File: config.mk
export PLATFORM = sky130hd
export DESIGN_NAME = source_text_tokenizer
export DESIGN_NICKNAME = d
export VERILOG_FILES = /design/src/sv/srctok_pkg.sv /design/src/sv/srctok_lex.sv /design/src/sv/srctok_queue.sv /design/src/sv/source_text_tokenizer.sv
export SDC_FILE = /design/constraint.sdc
export NUM_CORES = 1
export LEC_CHECK = 0
export BUFFER_PORTS_ARGS = -buffer_cell sky130_fd_sc_hd__buf_2
export CAP_MARGIN = 20
export CORE_ASPECT_RATIO = 1.5
export CORE_MARGIN = 3
export CORE_UTILIZATION = 59
export CTS_BUF_LIST = sky130_fd_sc_hd__clkbuf_8
export CTS_CLUSTER_SIZE = 25
export DETAILED_ROUTE_END_ITERATION = 8
export MAX_ROUTING_LAYER = met4
export PLACE_DENSITY_LB_ADDON = 0.3
export SYNTH_ARGS = -nofsm -noshare
export SYNTH_HDL_FRONTEND = slang
export SYNTH_HIERARCHICAL = 1
export SYNTH_SLANG_ARGS = --single-unit
File: constraint.sdc
create_clock -name clk -period 11.8 [get_ports clk]
set_clock_uncertainty 0.05 [all_clocks]
set_input_delay 1.18 -clock clk [delete_from_list [all_inputs] [get_ports clk]]
set_output_delay 1.18 -clock clk [all_outputs]
set_load 0.05 [all_outputs]
File: src/sv/srctok_pkg.sv
// Shared constants, keyword tables and character classes for the source text tokenizer.
// No dependencies.
package srctok_pkg;

    localparam int CHAR_W       = 8;
    localparam int KIND_W       = 5;
    localparam int KW_COUNT     = 5;
    localparam int KW_IDX_W     = 3;
    localparam int KW_LEN_W     = 4;
    localparam int TQ_DEPTH     = 4;
    localparam int TQ_PTR_W     = 2;
    localparam int TQ_CNT_W     = 3;
    localparam int POSITION_BITS_DEF = 24;
    localparam int LENGTH_BITS_DEF   = 16;

    localparam logic [KW_LEN_W-1:0] MM_LEN = 4'd10;

    localparam logic [KIND_W-1:0] KIND_METASTRUCT = 5'd0;
    localparam logic [KIND_W-1:0] KIND_METAMETHOD = 5'd1;
    localparam logic [KIND_W-1:0] KIND_STRUCT     = 5'd2;
    localparam logic [KIND_W-1:0] KIND_IDENT      = 5'd3;
    localparam logic [KIND_W-1:0] KIND_NUMBER     = 5'd4;
    localparam logic [KIND_W-1:0] KIND_LPAREN     = 5'd5;
    localparam logic [KIND_W-1:0] KIND_RPAREN     = 5'd6;
    localparam logic [KIND_W-1:0] KIND_LBRACE     = 5'd7;
    localparam logic [KIND_W-1:0] KIND_RBRACE     = 5'd8;
    localparam logic [KIND_W-1:0] KIND_SEMI       = 5'd9;
    localparam logic [KIND_W-1:0] KIND_COLON      = 5'd10;
    localparam logic [KIND_W-1:0] KIND_STAR       = 5'd11;
    localparam logic [KIND_W-1:0] KIND_COMMA      = 5'd12;
    localparam logic [KIND_W-1:0] KIND_LBRACKET   = 5'd13;
    localparam logic [KIND_W-1:0] KIND_RBRACKET   = 5'd14;
    localparam logic [KIND_W-1:0] KIND_CLASS      = 5'd15;
    localparam logic [KIND_W-1:0] KIND_ENUM       = 5'd16;
    localparam logic [KIND_W-1:0] KIND_UNKNOWN    = 5'd17;

    localparam logic [CHAR_W-1:0] CH_SPACE = 8'h20;
    localparam logic [CHAR_W-1:0] CH_TAB   = 8'h09;
    localparam logic [CHAR_W-1:0] CH_LF    = 8'h0A;
    localparam logic [CHAR_W-1:0] CH_CR    = 8'h0D;
    localparam logic [CHAR_W-1:0] CH_SLASH = 8'h2F;
    localparam logic [CHAR_W-1:0] CH_STAR  = 8'h2A;
    localparam logic [CHAR_W-1:0] CH_UNDER = 8'h5F;
    localparam logic [CHAR_W-1:0] CH_NUL   = 8'h00;

    typedef struct packed {
        logic [1:0] num;
    } push_t;

    function automatic logic [79:0] kw_text(input logic [KW_IDX_W-1:0] k);
        logic [79:0] t;
        t = '0;
        unique case (k)
            3'd0:    t = {"struct", 32'h0};
            3'd1:    t = "MetaStruct";
            3'd2:    t = "MetaMethod";
            3'd3:    t = {"enum", 48'h0};
            3'd4:    t = {"class", 40'h0};
            default: t = '0;
        endcase
        return t;
    endfunction

    function automatic logic [CHAR_W-1:0] kw_char(input logic [KW_IDX_W-1:0] k,
                                                   input logic [KW_LEN_W-1:0] idx);
        logic [79:0] t;
        t = kw_text(k);
        if (idx > 4'd9)
            return '0;
        return t[8*(9-int'(idx)) +: 8];
    endfunction

    function automatic logic [KW_LEN_W-1:0] kw_len(input logic [KW_IDX_W-1:0] k);
        logic [KW_LEN_W-1:0] l;
        unique case (k)
            3'd0:    l = 4'd6;
            3'd1:    l = 4'd10;
            3'd2:    l = 4'd10;
            3'd3:    l = 4'd4;
            3'd4:    l = 4'd5;
            default: l = 4'd0;
        endcase
        return l;
    endfunction

    function automatic logic [KIND_W-1:0] kw_kind(input logic [KW_IDX_W-1:0] k);
        logic [KIND_W-1:0] r;
        unique case (k)
            3'd0:    r = KIND_STRUCT;
            3'd1:    r = KIND_METASTRUCT;
            3'd2:    r = KIND_METAMETHOD;
            3'd3:    r = KIND_ENUM;
            3'd4:    r = KIND_CLASS;
            default: r = KIND_UNKNOWN;
        endcase
        return r;
    endfunction

    function automatic logic is_alpha(input logic [CHAR_W-1:0] b);
        return (b >= "a" && b <= "z") || (b >= "A" && b <= "Z");
    endfunction

    function automatic logic is_digit(input logic [CHAR_W-1:0] b);
        return b >= "0" && b <= "9";
    endfunction

    function automatic logic is_blank(input logic [CHAR_W-1:0] b);
        return b == CH_SPACE || b == CH_TAB || b == CH_LF || b == CH_CR;
    endfunction

    // {valid, kind}
    function automatic logic [KIND_W:0] punct_kind(input logic [CHAR_W-1:0] b);
        logic [KIND_W:0] r;
        unique case (b)
            "(":     r = {1'b1, KIND_LPAREN};
            ")":     r = {1'b1, KIND_RPAREN};
            "{":     r = {1'b1, KIND_LBRACE};
            "}":     r = {1'b1, KIND_RBRACE};
            ";":     r = {1'b1, KIND_SEMI};
            ":":     r = {1'b1, KIND_COLON};
            "*":     r = {1'b1, KIND_STAR};
            ",":     r = {1'b1, KIND_COMMA};
            "[":     r = {1'b1, KIND_LBRACKET};
            "]":     r = {1'b1, KIND_RBRACKET};
            default: r = {1'b0, KIND_UNKNOWN};
        endcase
        return r;
    endfunction

endpackage

File: src/sv/srctok_lex.sv
// Lexer state and per-byte step: produces up to two token entries per accepted byte.
// Depends on srctok_pkg.
module srctok_lex #(
    parameter int POSITION_BITS = srctok_pkg::POSITION_BITS_DEF,
    parameter int LENGTH_BITS   = srctok_pkg::LENGTH_BITS_DEF,
    parameter int ENT_W         = 1 + 2 * LENGTH_BITS + POSITION_BITS + srctok_pkg::KIND_W
) (
    input  logic                              clk,
    input  logic                              rst_n,
    input  logic                              accept,
    input  logic [srctok_pkg::CHAR_W-1:0]     char_byte,
    input  logic                              end_of_text,
    output srctok_pkg::push_t                 push,
    output logic [ENT_W-1:0]                  ent0,
    output logic [ENT_W-1:0]                  ent1
);

    typedef enum logic [2:0] {
        M_IDLE, M_WORD, M_NUMBER, M_SLASH, M_BLOCK, M_LINE, M_MM_SKIP, M_MM_EXTRA
    } mode_t;

    localparam int KW = srctok_pkg::KIND_W;
    localparam int KN = srctok_pkg::KW_COUNT;

    mode_t                     mode_reg,  mode_next;
    logic [POSITION_BITS-1:0]  pos_reg,   pos_next;
    logic [POSITION_BITS-1:0]  tstart_reg, tstart_next;
    logic [LENGTH_BITS-1:0]    run_reg,   run_next;
    logic [KN-1:0]             cand_reg,  cand_next;
    logic [LENGTH_BITS-1:0]    extra_reg, extra_next;
    logic                      star_reg,  star_next;

    logic                      a_v, b_v, c_v;
    logic [KW-1:0]             a_kind, b_kind, c_kind;
    logic [POSITION_BITS-1:0]  a_start, b_start, c_start;
    logic [LENGTH_BITS-1:0]    a_len, b_len, c_len;
    logic [LENGTH_BITS-1:0]    a_ext, c_ext;

    always_comb
    begin
        logic                    do_start;
        logic [KW:0]             pk;
        logic [KN-1:0]           cand_tmp;
        logic [LENGTH_BITS-1:0]  run_inc;
        logic                    found;
        logic [srctok_pkg::KW_IDX_W-1:0] hit;
        logic                    word_ch;

        mode_next   = mode_reg;
        pos_next    = pos_reg;
        tstart_next = tstart_reg;
        run_next    = run_reg;
        cand_next   = cand_reg;
        extra_next  = extra_reg;
        star_next   = star_reg;
        a_v = 1'b0; a_kind = srctok_pkg::KIND_IDENT; a_start = tstart_reg;
        a_len = run_reg; a_ext = '0;
        b_v = 1'b0; b_kind = srctok_pkg::KIND_UNKNOWN; b_start = pos_reg;
        b_len = LENGTH_BITS'(1);
        c_v = 1'b0; c_kind = srctok_pkg::KIND_IDENT; c_start = tstart_reg;
        c_len = run_reg; c_ext = '0;
        do_start = 1'b0;
        pk       = srctok_pkg::punct_kind(char_byte);
        word_ch  = srctok_pkg::is_alpha(char_byte) || srctok_pkg::is_digit(char_byte)
                   || char_byte == srctok_pkg::CH_UNDER;
        run_inc  = (run_reg == '1) ? run_reg : run_reg + 1'b1;
        cand_tmp = cand_reg;
        found    = 1'b0;
        hit      = '0;

        if (accept)
        begin
            unique case (mode_reg)
                M_WORD:
                begin
                    if (!word_ch)
                    begin
                        a_v      = 1'b1;
                        do_start = 1'b1;
                    end
                    else
                    begin
                        for (int k = 0; k < KN; k++)
                        begin
                            if (cand_reg[k] &&
                                (run_reg >= LENGTH_BITS'(srctok_pkg::kw_len(3'(k))) ||
                                 srctok_pkg::kw_char(3'(k), run_reg[3:0]) != char_byte))
                                cand_tmp[k] = 1'b0;
                        end
                        run_next = run_inc;
                        for (int k = 0; k < KN; k++)
                        begin
                            if (!found && cand_tmp[k] &&
                                run_inc == LENGTH_BITS'(srctok_pkg::kw_len(3'(k))))
                            begin
                                found = 1'b1;
                                hit   = 3'(k);
                            end
                        end
                        cand_next = cand_tmp;
                        if (found)
                        begin
                            cand_next = '0;
                            if (srctok_pkg::kw_kind(hit) == srctok_pkg::KIND_METAMETHOD)
                                mode_next = M_MM_SKIP;
                            else
                            begin
                                a_v       = 1'b1;
                                a_kind    = srctok_pkg::kw_kind(hit);
                                a_len     = LENGTH_BITS'(srctok_pkg::kw_len(hit));
                                mode_next = M_IDLE;
                            end
                        end
                    end
                end
                M_NUMBER:
                begin
                    if (srctok_pkg::is_digit(char_byte))
                        run_next = run_inc;
                    else
                    begin
                        a_v      = 1'b1;
                        a_kind   = srctok_pkg::KIND_NUMBER;
                        do_start = 1'b1;
                    end
                end
                M_SLASH:
                begin
                    if (char_byte == srctok_pkg::CH_STAR)
                    begin
                        mode_next = M_BLOCK;
                        star_next = 1'b0;
                    end
                    else if (char_byte == srctok_pkg::CH_SLASH)
                        mode_next = M_LINE;
                    else
                    begin
                        a_v      = 1'b1;
                        a_kind   = srctok_pkg::KIND_UNKNOWN;
                        a_len    = LENGTH_BITS'(1);
                        do_start = 1'b1;
                    end
                end
                M_BLOCK:
                begin
                    if (char_byte == srctok_pkg::CH_NUL)
                    begin
                        a_v = 1'b1; a_kind = srctok_pkg::KIND_UNKNOWN;
                        a_start = pos_reg; a_len = LENGTH_BITS'(1);
                        mode_next = M_IDLE;
                    end
                    else if (star_reg && char_byte == srctok_pkg::CH_SLASH)
                        mode_next = M_IDLE;
                    else
                        star_next = (char_byte == srctok_pkg::CH_STAR);
                end
                M_LINE:
                begin
                    if (char_byte == srctok_pkg::CH_NUL)
                    begin
                        a_v = 1'b1; a_kind = srctok_pkg::KIND_UNKNOWN;
                        a_start = pos_reg; a_len = LENGTH_BITS'(1);
                        mode_next = M_IDLE;
                    end
                    else if (char_byte == srctok_pkg::CH_LF)
                        mode_next = M_IDLE;
                end
                M_MM_SKIP:
                begin
                    extra_next = '0;
                    mode_next  = M_MM_EXTRA;
                end
                M_MM_EXTRA:
                begin
                    if (char_byte == srctok_pkg::CH_TAB || char_byte == srctok_pkg::CH_CR ||
                        char_byte == srctok_pkg::CH_LF)
                    begin
                        a_v = 1'b1; a_kind = srctok_pkg::KIND_METAMETHOD;
                        a_len = LENGTH_BITS'(srctok_pkg::MM_LEN); a_ext = extra_reg;
                        mode_next = M_IDLE;
                    end
                    else
                        extra_next = (extra_reg == '1) ? extra_reg : extra_reg + 1'b1;
                end
                default:
                    do_start = 1'b1;
            endcase

            if (do_start)
            begin
                mode_next = M_IDLE;
                if (srctok_pkg::is_blank(char_byte))
                    mode_next = M_IDLE;
                else if (char_byte == srctok_pkg::CH_SLASH)
                begin
                    mode_next   = M_SLASH;
                    tstart_next = pos_reg;
                end
                else if (pk[KW])
                begin
                    b_v    = 1'b1;
                    b_kind = pk[KW-1:0];
                end
                else if (srctok_pkg::is_alpha(char_byte))
                begin
                    mode_next   = M_WORD;
                    tstart_next = pos_reg;
                    run_next    = LENGTH_BITS'(1);
                    for (int k = 0; k < KN; k++)
                        cand_next[k] = (char_byte == srctok_pkg::kw_char(3'(k), 4'd0));
                end
                else if (srctok_pkg::is_digit(char_byte))
                begin
                    mode_next   = M_NUMBER;
                    tstart_next = pos_reg;
                    run_next    = LENGTH_BITS'(1);
                end
                else
                    b_v = 1'b1;
            end

            c_start = tstart_next;
            c_len   = run_next;
            if (end_of_text)
            begin
                unique case (mode_next)
                    M_WORD:
                        c_v = 1'b1;
                    M_NUMBER:
                    begin
                        c_v = 1'b1; c_kind = srctok_pkg::KIND_NUMBER;
                    end
                    M_SLASH:
                    begin
                        c_v = 1'b1; c_kind = srctok_pkg::KIND_UNKNOWN;
                        c_len = LENGTH_BITS'(1);
                    end
                    M_MM_SKIP:
                    begin
                        c_v = 1'b1; c_kind = srctok_pkg::KIND_METAMETHOD;
                        c_len = LENGTH_BITS'(srctok_pkg::MM_LEN);
                    end
                    M_MM_EXTRA:
                    begin
                        c_v = 1'b1; c_kind = srctok_pkg::KIND_METAMETHOD;
                        c_len = LENGTH_BITS'(srctok_pkg::MM_LEN); c_ext = extra_next;
                    end
                    default:
                        c_v = 1'b0;
                endcase
                mode_next   = M_IDLE;
                pos_next    = '0;
                tstart_next = '0;
                run_next    = '0;
                cand_next   = '0;
                extra_next  = '0;
                star_next   = 1'b0;
            end
            else
                pos_next = pos_reg + 1'b1;
        end
    end

    always_comb
    begin
        logic [ENT_W-2:0] ta, tb, tc;
        ta = {a_ext, a_len, a_start, a_kind};
        tb = {LENGTH_BITS'(0), b_len, b_start, b_kind};
        tc = {c_ext, c_len, c_start, c_kind};
        push.num = 2'(a_v) + 2'(b_v) + 2'(c_v);
        if (a_v)
        begin
            ent0 = {~(b_v | c_v), ta};
            ent1 = b_v ? {1'b1, tb} : {1'b1, tc};
        end
        else if (b_v)
        begin
            ent0 = {~c_v, tb};
            ent1 = {1'b1, tc};
        end
        else
        begin
            ent0 = {1'b1, tc};
            ent1 = {1'b1, tc};
        end
    end

    always_ff @(posedge clk or negedge rst_n)
    begin
        if (!rst_n)
        begin
            mode_reg   <= M_IDLE;
            pos_reg    <= '0;
            tstart_reg <= '0;
            run_reg    <= '0;
            cand_reg   <= '0;
            extra_reg  <= '0;
            star_reg   <= 1'b0;
        end
        else
        begin
            mode_reg   <= mode_next;
            pos_reg    <= pos_next;
            tstart_reg <= tstart_next;
            run_reg    <= run_next;
            cand_reg   <= cand_next;
            extra_reg  <= extra_next;
            star_reg   <= star_next;
        end
    end

endmodule

File: src/sv/srctok_queue.sv
// Token queue: takes up to two entries per cycle, delivers one per transaction.
// Depends on srctok_pkg.
module srctok_queue #(
    parameter int ENT_W = 1
) (
    input  logic               clk,
    input  logic               rst_n,
    input  srctok_pkg::push_t  push,
    input  logic [ENT_W-1:0]   ent0,
    input  logic [ENT_W-1:0]   ent1,
    output logic               room,
    output logic               out_valid,
    input  logic               out_ready,
    output logic [ENT_W-1:0]   out_ent
);

    localparam int PW = srctok_pkg::TQ_PTR_W;
    localparam int CW = srctok_pkg::TQ_CNT_W;

    logic [ENT_W-1:0] mem [srctok_pkg::TQ_DEPTH];
    logic [PW-1:0]    wr_reg, wr_next;
    logic [PW-1:0]    rd_reg, rd_next;
    logic [CW-1:0]    cnt_reg, cnt_next;
    logic             pop;

    assign room      = cnt_reg <= CW'(srctok_pkg::TQ_DEPTH - 2);
    assign out_valid = cnt_reg != '0;
    assign out_ent   = mem[rd_reg];
    assign pop       = out_valid && out_ready;

    always_comb
    begin
        wr_next  = wr_reg + PW'(push.num);
        rd_next  = rd_reg + PW'(pop);
        cnt_next = cnt_reg + CW'(push.num) - CW'(pop);
    end

    always_ff @(posedge clk)
    begin
        if (push.num != 2'd0)
            mem[wr_reg] <= ent0;
        if (push.num == 2'd2)
            mem[wr_reg + 1'b1] <= ent1;
    end

    always_ff @(posedge clk or negedge rst_n)
    begin
        if (!rst_n)
        begin
            wr_reg  <= '0;
            rd_reg  <= '0;
            cnt_reg <= '0;
        end
        else
        begin
            wr_reg  <= wr_next;
            rd_reg  <= rd_next;
            cnt_reg <= cnt_next;
        end
    end

endmodule

File: src/sv/source_text_tokenizer.sv
// Top level of the source text tokenizer: lexer step plus a four-entry token queue.
// Tokens are written into the queue registers when their byte is accepted and leave from it.
// Throughput: one byte per cycle while the queue has room and each byte yields at most one
// token; a two-token byte costs two output transactions, set by the single-token output port.
// Reset (rst_n low, asynchronous) empties the queue and returns the lexer to idle at offset 0.
// Depends on srctok_pkg, srctok_lex, srctok_queue.
module source_text_tokenizer #(
    parameter int POSITION_BITS = srctok_pkg::POSITION_BITS_DEF,
    parameter int LENGTH_BITS   = srctok_pkg::LENGTH_BITS_DEF,
    parameter int OUT_W = ((srctok_pkg::KIND_W + POSITION_BITS + 2 * LENGTH_BITS + 7) / 8) * 8
) (
    input  logic             clk,
    input  logic             rst_n,
    input  logic             s_tvalid,
    output logic             s_tready,
    input  logic [7:0]       s_tdata,   // char_byte
    input  logic             s_tlast,   // end_of_text
    output logic             m_tvalid,
    input  logic             m_tready,
    output logic [OUT_W-1:0] m_tdata,   // token_kind, start_offset, token_length, extra_length
    output logic             m_tlast    // last_of_run
);

    localparam int TOK_W = srctok_pkg::KIND_W + POSITION_BITS + 2 * LENGTH_BITS;
    localparam int ENT_W = TOK_W + 1;

    srctok_pkg::push_t  push;
    logic [ENT_W-1:0]   ent0, ent1, out_ent;
    logic               room;
    logic               accept;

    assign s_tready = room;
    assign accept   = s_tvalid && room;

    srctok_lex #(
        .POSITION_BITS(POSITION_BITS),
        .LENGTH_BITS  (LENGTH_BITS),
        .ENT_W        (ENT_W)
    ) u_lex (
        .clk        (clk),
        .rst_n      (rst_n),
        .accept     (accept),
        .char_byte  (s_tdata),
        .end_of_text(s_tlast),
        .push       (push),
        .ent0       (ent0),
        .ent1       (ent1)
    );

    srctok_queue #(
        .ENT_W(ENT_W)
    ) u_queue (
        .clk      (clk),
        .rst_n    (rst_n),
        .push     (push),
        .ent0     (ent0),
        .ent1     (ent1),
        .room     (room),
        .out_valid(m_tvalid),
        .out_ready(m_tready),
        .out_ent  (out_ent)
    );

    assign m_tdata = OUT_W'(out_ent[TOK_W-1:0]);
    assign m_tlast = out_ent[ENT_W-1];

endmodule

==> results list <==
* Status: complete, no violations
- Number of DRC markers in iteration 0: about 1300
- The register with the most flip-flops in the layout has 248 of them.
- Prior to clock tree synthesis, the placed netlist has a worst setup slack of 4690 ps.
- Total via count in the routed design: 15300
- After detailed routing, the total wire length is 55.0 mm.
* Core Footprint: 35400 um^2
- Number of optimization iterations in the first detailed-route pass: 5
- Most frequent cells in the layout: sky130_fd_sc_hd__mux2_2 (297), sky130_fd_sc_hd__edfxtp_1 (248), sky130_fd_sc_hd__nand2_1 (187), sky130_fd_sc_hd__nor2_1 (104), sky130_fd_sc_hd__dfrtp_1 (94)
* Worst setup path class: reg2reg
- Netlist area before placement: approximately 21000 um^2
* Cell count after synthesis: 1830
- Relative to the synthesized area, the layout overhead comes to 7.13%.
- Counting flops with an async set or reset pin after synthesis yields a share of 0.279.
- In the global route stage, overall resource usage came out at 0.292.
- Dpl hpwl: between 30 and 40 mm
* Dominant delay contributor by cell family on the critical path: compound AO/OA/AOI/OAI gates
- After synthesis, the mean cell area works out to ~12 um^2.
- The startpoint identified for the worst hold timing path is u_lex/cand_reg[2].
- After clock tree synthesis, the repair step resized 0 gates.
- After clock tree synthesis, the flow added hold-fix buffers numbering 0.
- CP endpoint kind: flop
* H-tree depth: 2
* Number of top-level design ports: 80
* Ordered list of cells on the worst path: inv_1 -> ha_1 -> nor2_1 -> a21oi_1 -> nor4_1 -> a2111oi_0 -> a21oi_1 -> or3b_2 -> o21ba_2 -> nand2b_1 -> a21oi_1 -> fa_1 -> o21bai_1 -> o21bai_4 -> buf_4
* Synthesized flop and latch total: about 340
* Layout filler cell count: approximately 2700
- Buffers inserted during clock tree synthesis total 51.
- Fin util: 0.646
* Dominant register cell in the synthesized netlist: sky130_fd_sc_hd__edfxtp_1
- Hold worst-path end: u_lex/cand_reg[2]
- Clock tree from TritonCTS: done
- Synth warnings: 6
- In this run the vertical extent of the chip is around 240 um.
- The critical path starts at u_lex/run_reg[2].
- The root buffer cell chosen for the clock tree is sky130_fd_sc_hd__clkbuf_8.
- After synthesis, the netlist uses 104 different library cells.
- Internal reg-to-reg setup slack: 4590 ps
* DR DRC count: 0
* Register area share after synthesis: 0.461
- F_max: 139 MHz
* Critical path required time: 11960 ps
* Largest stage delay, worst path: 910 ps
- The congestion estimate from routability-driven global placement came to ~0.92.
* Post-route minimum period: 7210 ps
- Commonest non-fill, non-tap cell in the layout: sky130_fd_sc_hd__mux2_2
- # port buffers: 76
- The number of antenna violations at the first check in global routing is 1.
* Maximum clock insertion buffer count: 3
* Endpoints failing setup: 0
- Using the TritonRoute via totals, the vias-per-cell ratio works out to 6.50.
- Number of flops mapped to enable cells by yosys: roughly 250
* Crit path buf inv count: 2
- Entering global routing, the biggest net connects 64 pins.
* Arrival time worst endpoint: 7370 ps
- Counting instances, the worst hold path has a depth of 2.
* Die footprint: 38600 um^2
- The total overflow left after global routing is 0.
- In this run the power density over the cells is about 200 nW/um^2.
* Layout net count: 1871
- Cell with the most instances on the worst path: sky130_fd_sc_hd__a21oi_1
- # Max-Cap Violations: 0
- Clock tree synthesis found a total of 344 sinks.
- Wire per inst: 23.3 um
* Horizontal die dimension: 161 um
- The total count of max-transition violations in the final report is 0.
* Path class of the lowest-slack min-delay path: reg2reg
- Worst reg2reg startpoint: u_lex/run_reg[2]
- Leakage Power: 8.69 nW
* Crit Path Max Fanout: 45
* Fraction of layout cells with a size suffix above 1: 0.315
- Measured against its own limit, the worst slew margin works out to 0.296.
* Count of nets left with antenna violations after detail routing: 0
- Period utilisation layout: 0.611
- The slowest stage of the critical path is the sky130_fd_sc_hd__ha_1 cell.
* Number of cells on the worst reg-to-reg path: 15
- Worst-margin pin slew: 1050 ps
- After layout, the worst setup slack is 4590 ps.
- Wire length of the first global-routing pass: 86.3 mm
- Row generation in the floorplan step produced 84 rows.
- Post-CTS timing repair inserted 0 buffers for setup.
- Adding up every negative setup slack in the final design gives 0 ps.
- Starting utilization of the core area: 0.603
* Via count of the first global-routing pass: 15500
* Endpoints failing hold: 0
- Setup repair after global routing left no endpoint under its margin.
* Peak ir drop on the vdd network: 0.139 mV
- Clock latency of the later-clocked register in the worst-skew pair: 600 ps
* Clock slew seen by the registers of the worst setup and hold paths: 60 ps
* Endpoint of the worst-slack reg-to-reg timing path: u_queue/mem[2][23]
- Worst Setup Start Kind: flop
-- synth_stat cells, types with 16 or more instances --
master,instances,area share
sky130_fd_sc_hd__a21o_1,22,0.0077
sky130_fd_sc_hd__a21oi_1,92,0.022
sky130_fd_sc_hd__buf_2,56,0.013
sky130_fd_sc_hd__buf_4,18,0.0063
sky130_fd_sc_hd__buf_6,16,0.0084
sky130_fd_sc_hd__clkbuf_1,53,0.0093
sky130_fd_sc_hd__dfrtp_1,96,0.11
sky130_fd_sc_hd__edfxtp_1,248,0.35
sky130_fd_sc_hd__inv_1,24,0.0042
sky130_fd_sc_hd__mux2_2,297,0.16
sky130_fd_sc_hd__mux4_2,62,0.065
sky130_fd_sc_hd__nand2_1,187,0.033
sky130_fd_sc_hd__nand2b_1,17,0.0050
sky130_fd_sc_hd__nand3_1,33,0.0077
sky130_fd_sc_hd__nand4_1,22,0.0064
sky130_fd_sc_hd__nor2_1,106,0.019
sky130_fd_sc_hd__nor3_1,30,0.0070
sky130_fd_sc_hd__o21ai_0,66,0.015
sky130_fd_sc_hd__o31ai_1,21,0.0074
sky130_fd_sc_hd__or3_1,17,0.0050
sky130_fd_sc_hd__xnor2_1,28,0.011
sky130_fd_sc_hd__xor2_1,29,0.012
-- stage by stage --
step / cells / hold slack [ps] / power (mW) / instance area (um^2)
floorplan: 1832 / 394 / 3.15 / 21400
global placement: 2262 / 429 / 3.58 / 21800
detailed placement: 2262 / 436 / 3.61 / 21800
CTS: 2358 / 451 / 4.61 / 22900
global route: 2360 / 474 / 4.78 / 22900
finish: 2360 / 450 / 4.59 / 22900
-- cells by family after synthesis --
group	after synthesis	synth area share
and+or+nand+nor	526	0.128
muxes	365	0.225
AOI/OAI and AO/OA	345	0.110
DFF	344	0.461
buffers and inverters	176	0.0431
xor gates and xnor gates	57	0.0234
adders and majority gates	15	0.00948
other	2	0.000351
-- power breakdown --
| group | total, mW | switching [mW] | leakage (nW) | internal, mW |
|---|---|---|---|---|
| Combinational | 1.96 | 1.33 | 4.44 | 0.627 |
| Sequential | 1.64 | 0.128 | 3.66 | 1.51 |
| Clock | 0.997 | 0.479 | 0.588 | 0.518 |
| Total | 4.59 | 1.94 | 8.69 | 2.66 |
-- how the worst max path moves through the flow --
stage                          to  slack (ps)  cells after the start
2_1_floorplan   u_queue/mem[0][0]        2610                     18
3_3_place_gp   u_queue/mem[1][24]        4760                     13
3_5_place_dp   u_queue/mem[1][37]        4690                     13
4_1_cts        u_queue/mem[1][26]        4700                     13
5_1_grt        u_queue/mem[1][23]        4140                     13
6_report       u_queue/mem[2][23]        4590                     15
-- per-layer routing --
| metal | share of wire | track usage | routed length, um | vias up |
|---|---|---|---|---|
| li1 | - | - | - | 6977 |
| met1 | 0.38 | 0.349 | 21100 | 7680 |
| met2 | 0.53 | 0.513 | 29200 | 555 |
| met3 | 0.052 | 0.0324 | 2880 | 127 |
| met4 | 0.033 | 0.103 | 1830 | 0 |
| met5 | 0 | - | 0 | - |
-- worst register-to-register path, cell delays in order, from the launching register on --
cell                        delay [ps]
sky130_fd_sc_hd__dfrtp_1           840
sky130_fd_sc_hd__inv_1             220
sky130_fd_sc_hd__ha_1              910
sky130_fd_sc_hd__nor2_1            120
sky130_fd_sc_hd__a21oi_1           410
sky130_fd_sc_hd__nor4_1            120
sky130_fd_sc_hd__a2111oi_0         890
sky130_fd_sc_hd__a21oi_1           170
sky130_fd_sc_hd__or3b_2            260
sky130_fd_sc_hd__o21ba_2           230
sky130_fd_sc_hd__nand2b_1          130
sky130_fd_sc_hd__a21oi_1            90
sky130_fd_sc_hd__fa_1              770
sky130_fd_sc_hd__o21bai_1          250
sky130_fd_sc_hd__o21bai_4          590
sky130_fd_sc_hd__buf_4             740
-- area by class of cell --
cell class	count	area (um^2)	area share
Sequential cell	344	9850	0.430
Clock inverter	35	220	0.00962
Timing Repair Buffer	108	623	0.0272
Clock buffer	61	840	0.0367
Antenna cell	1	2.50	0.000109
Tap cell	473	592	0.0258
Multi-Input combinational cell	1312	10700	0.466
Inverter	26	97.6	0.00426
Power figures use the tool's default switching activity.
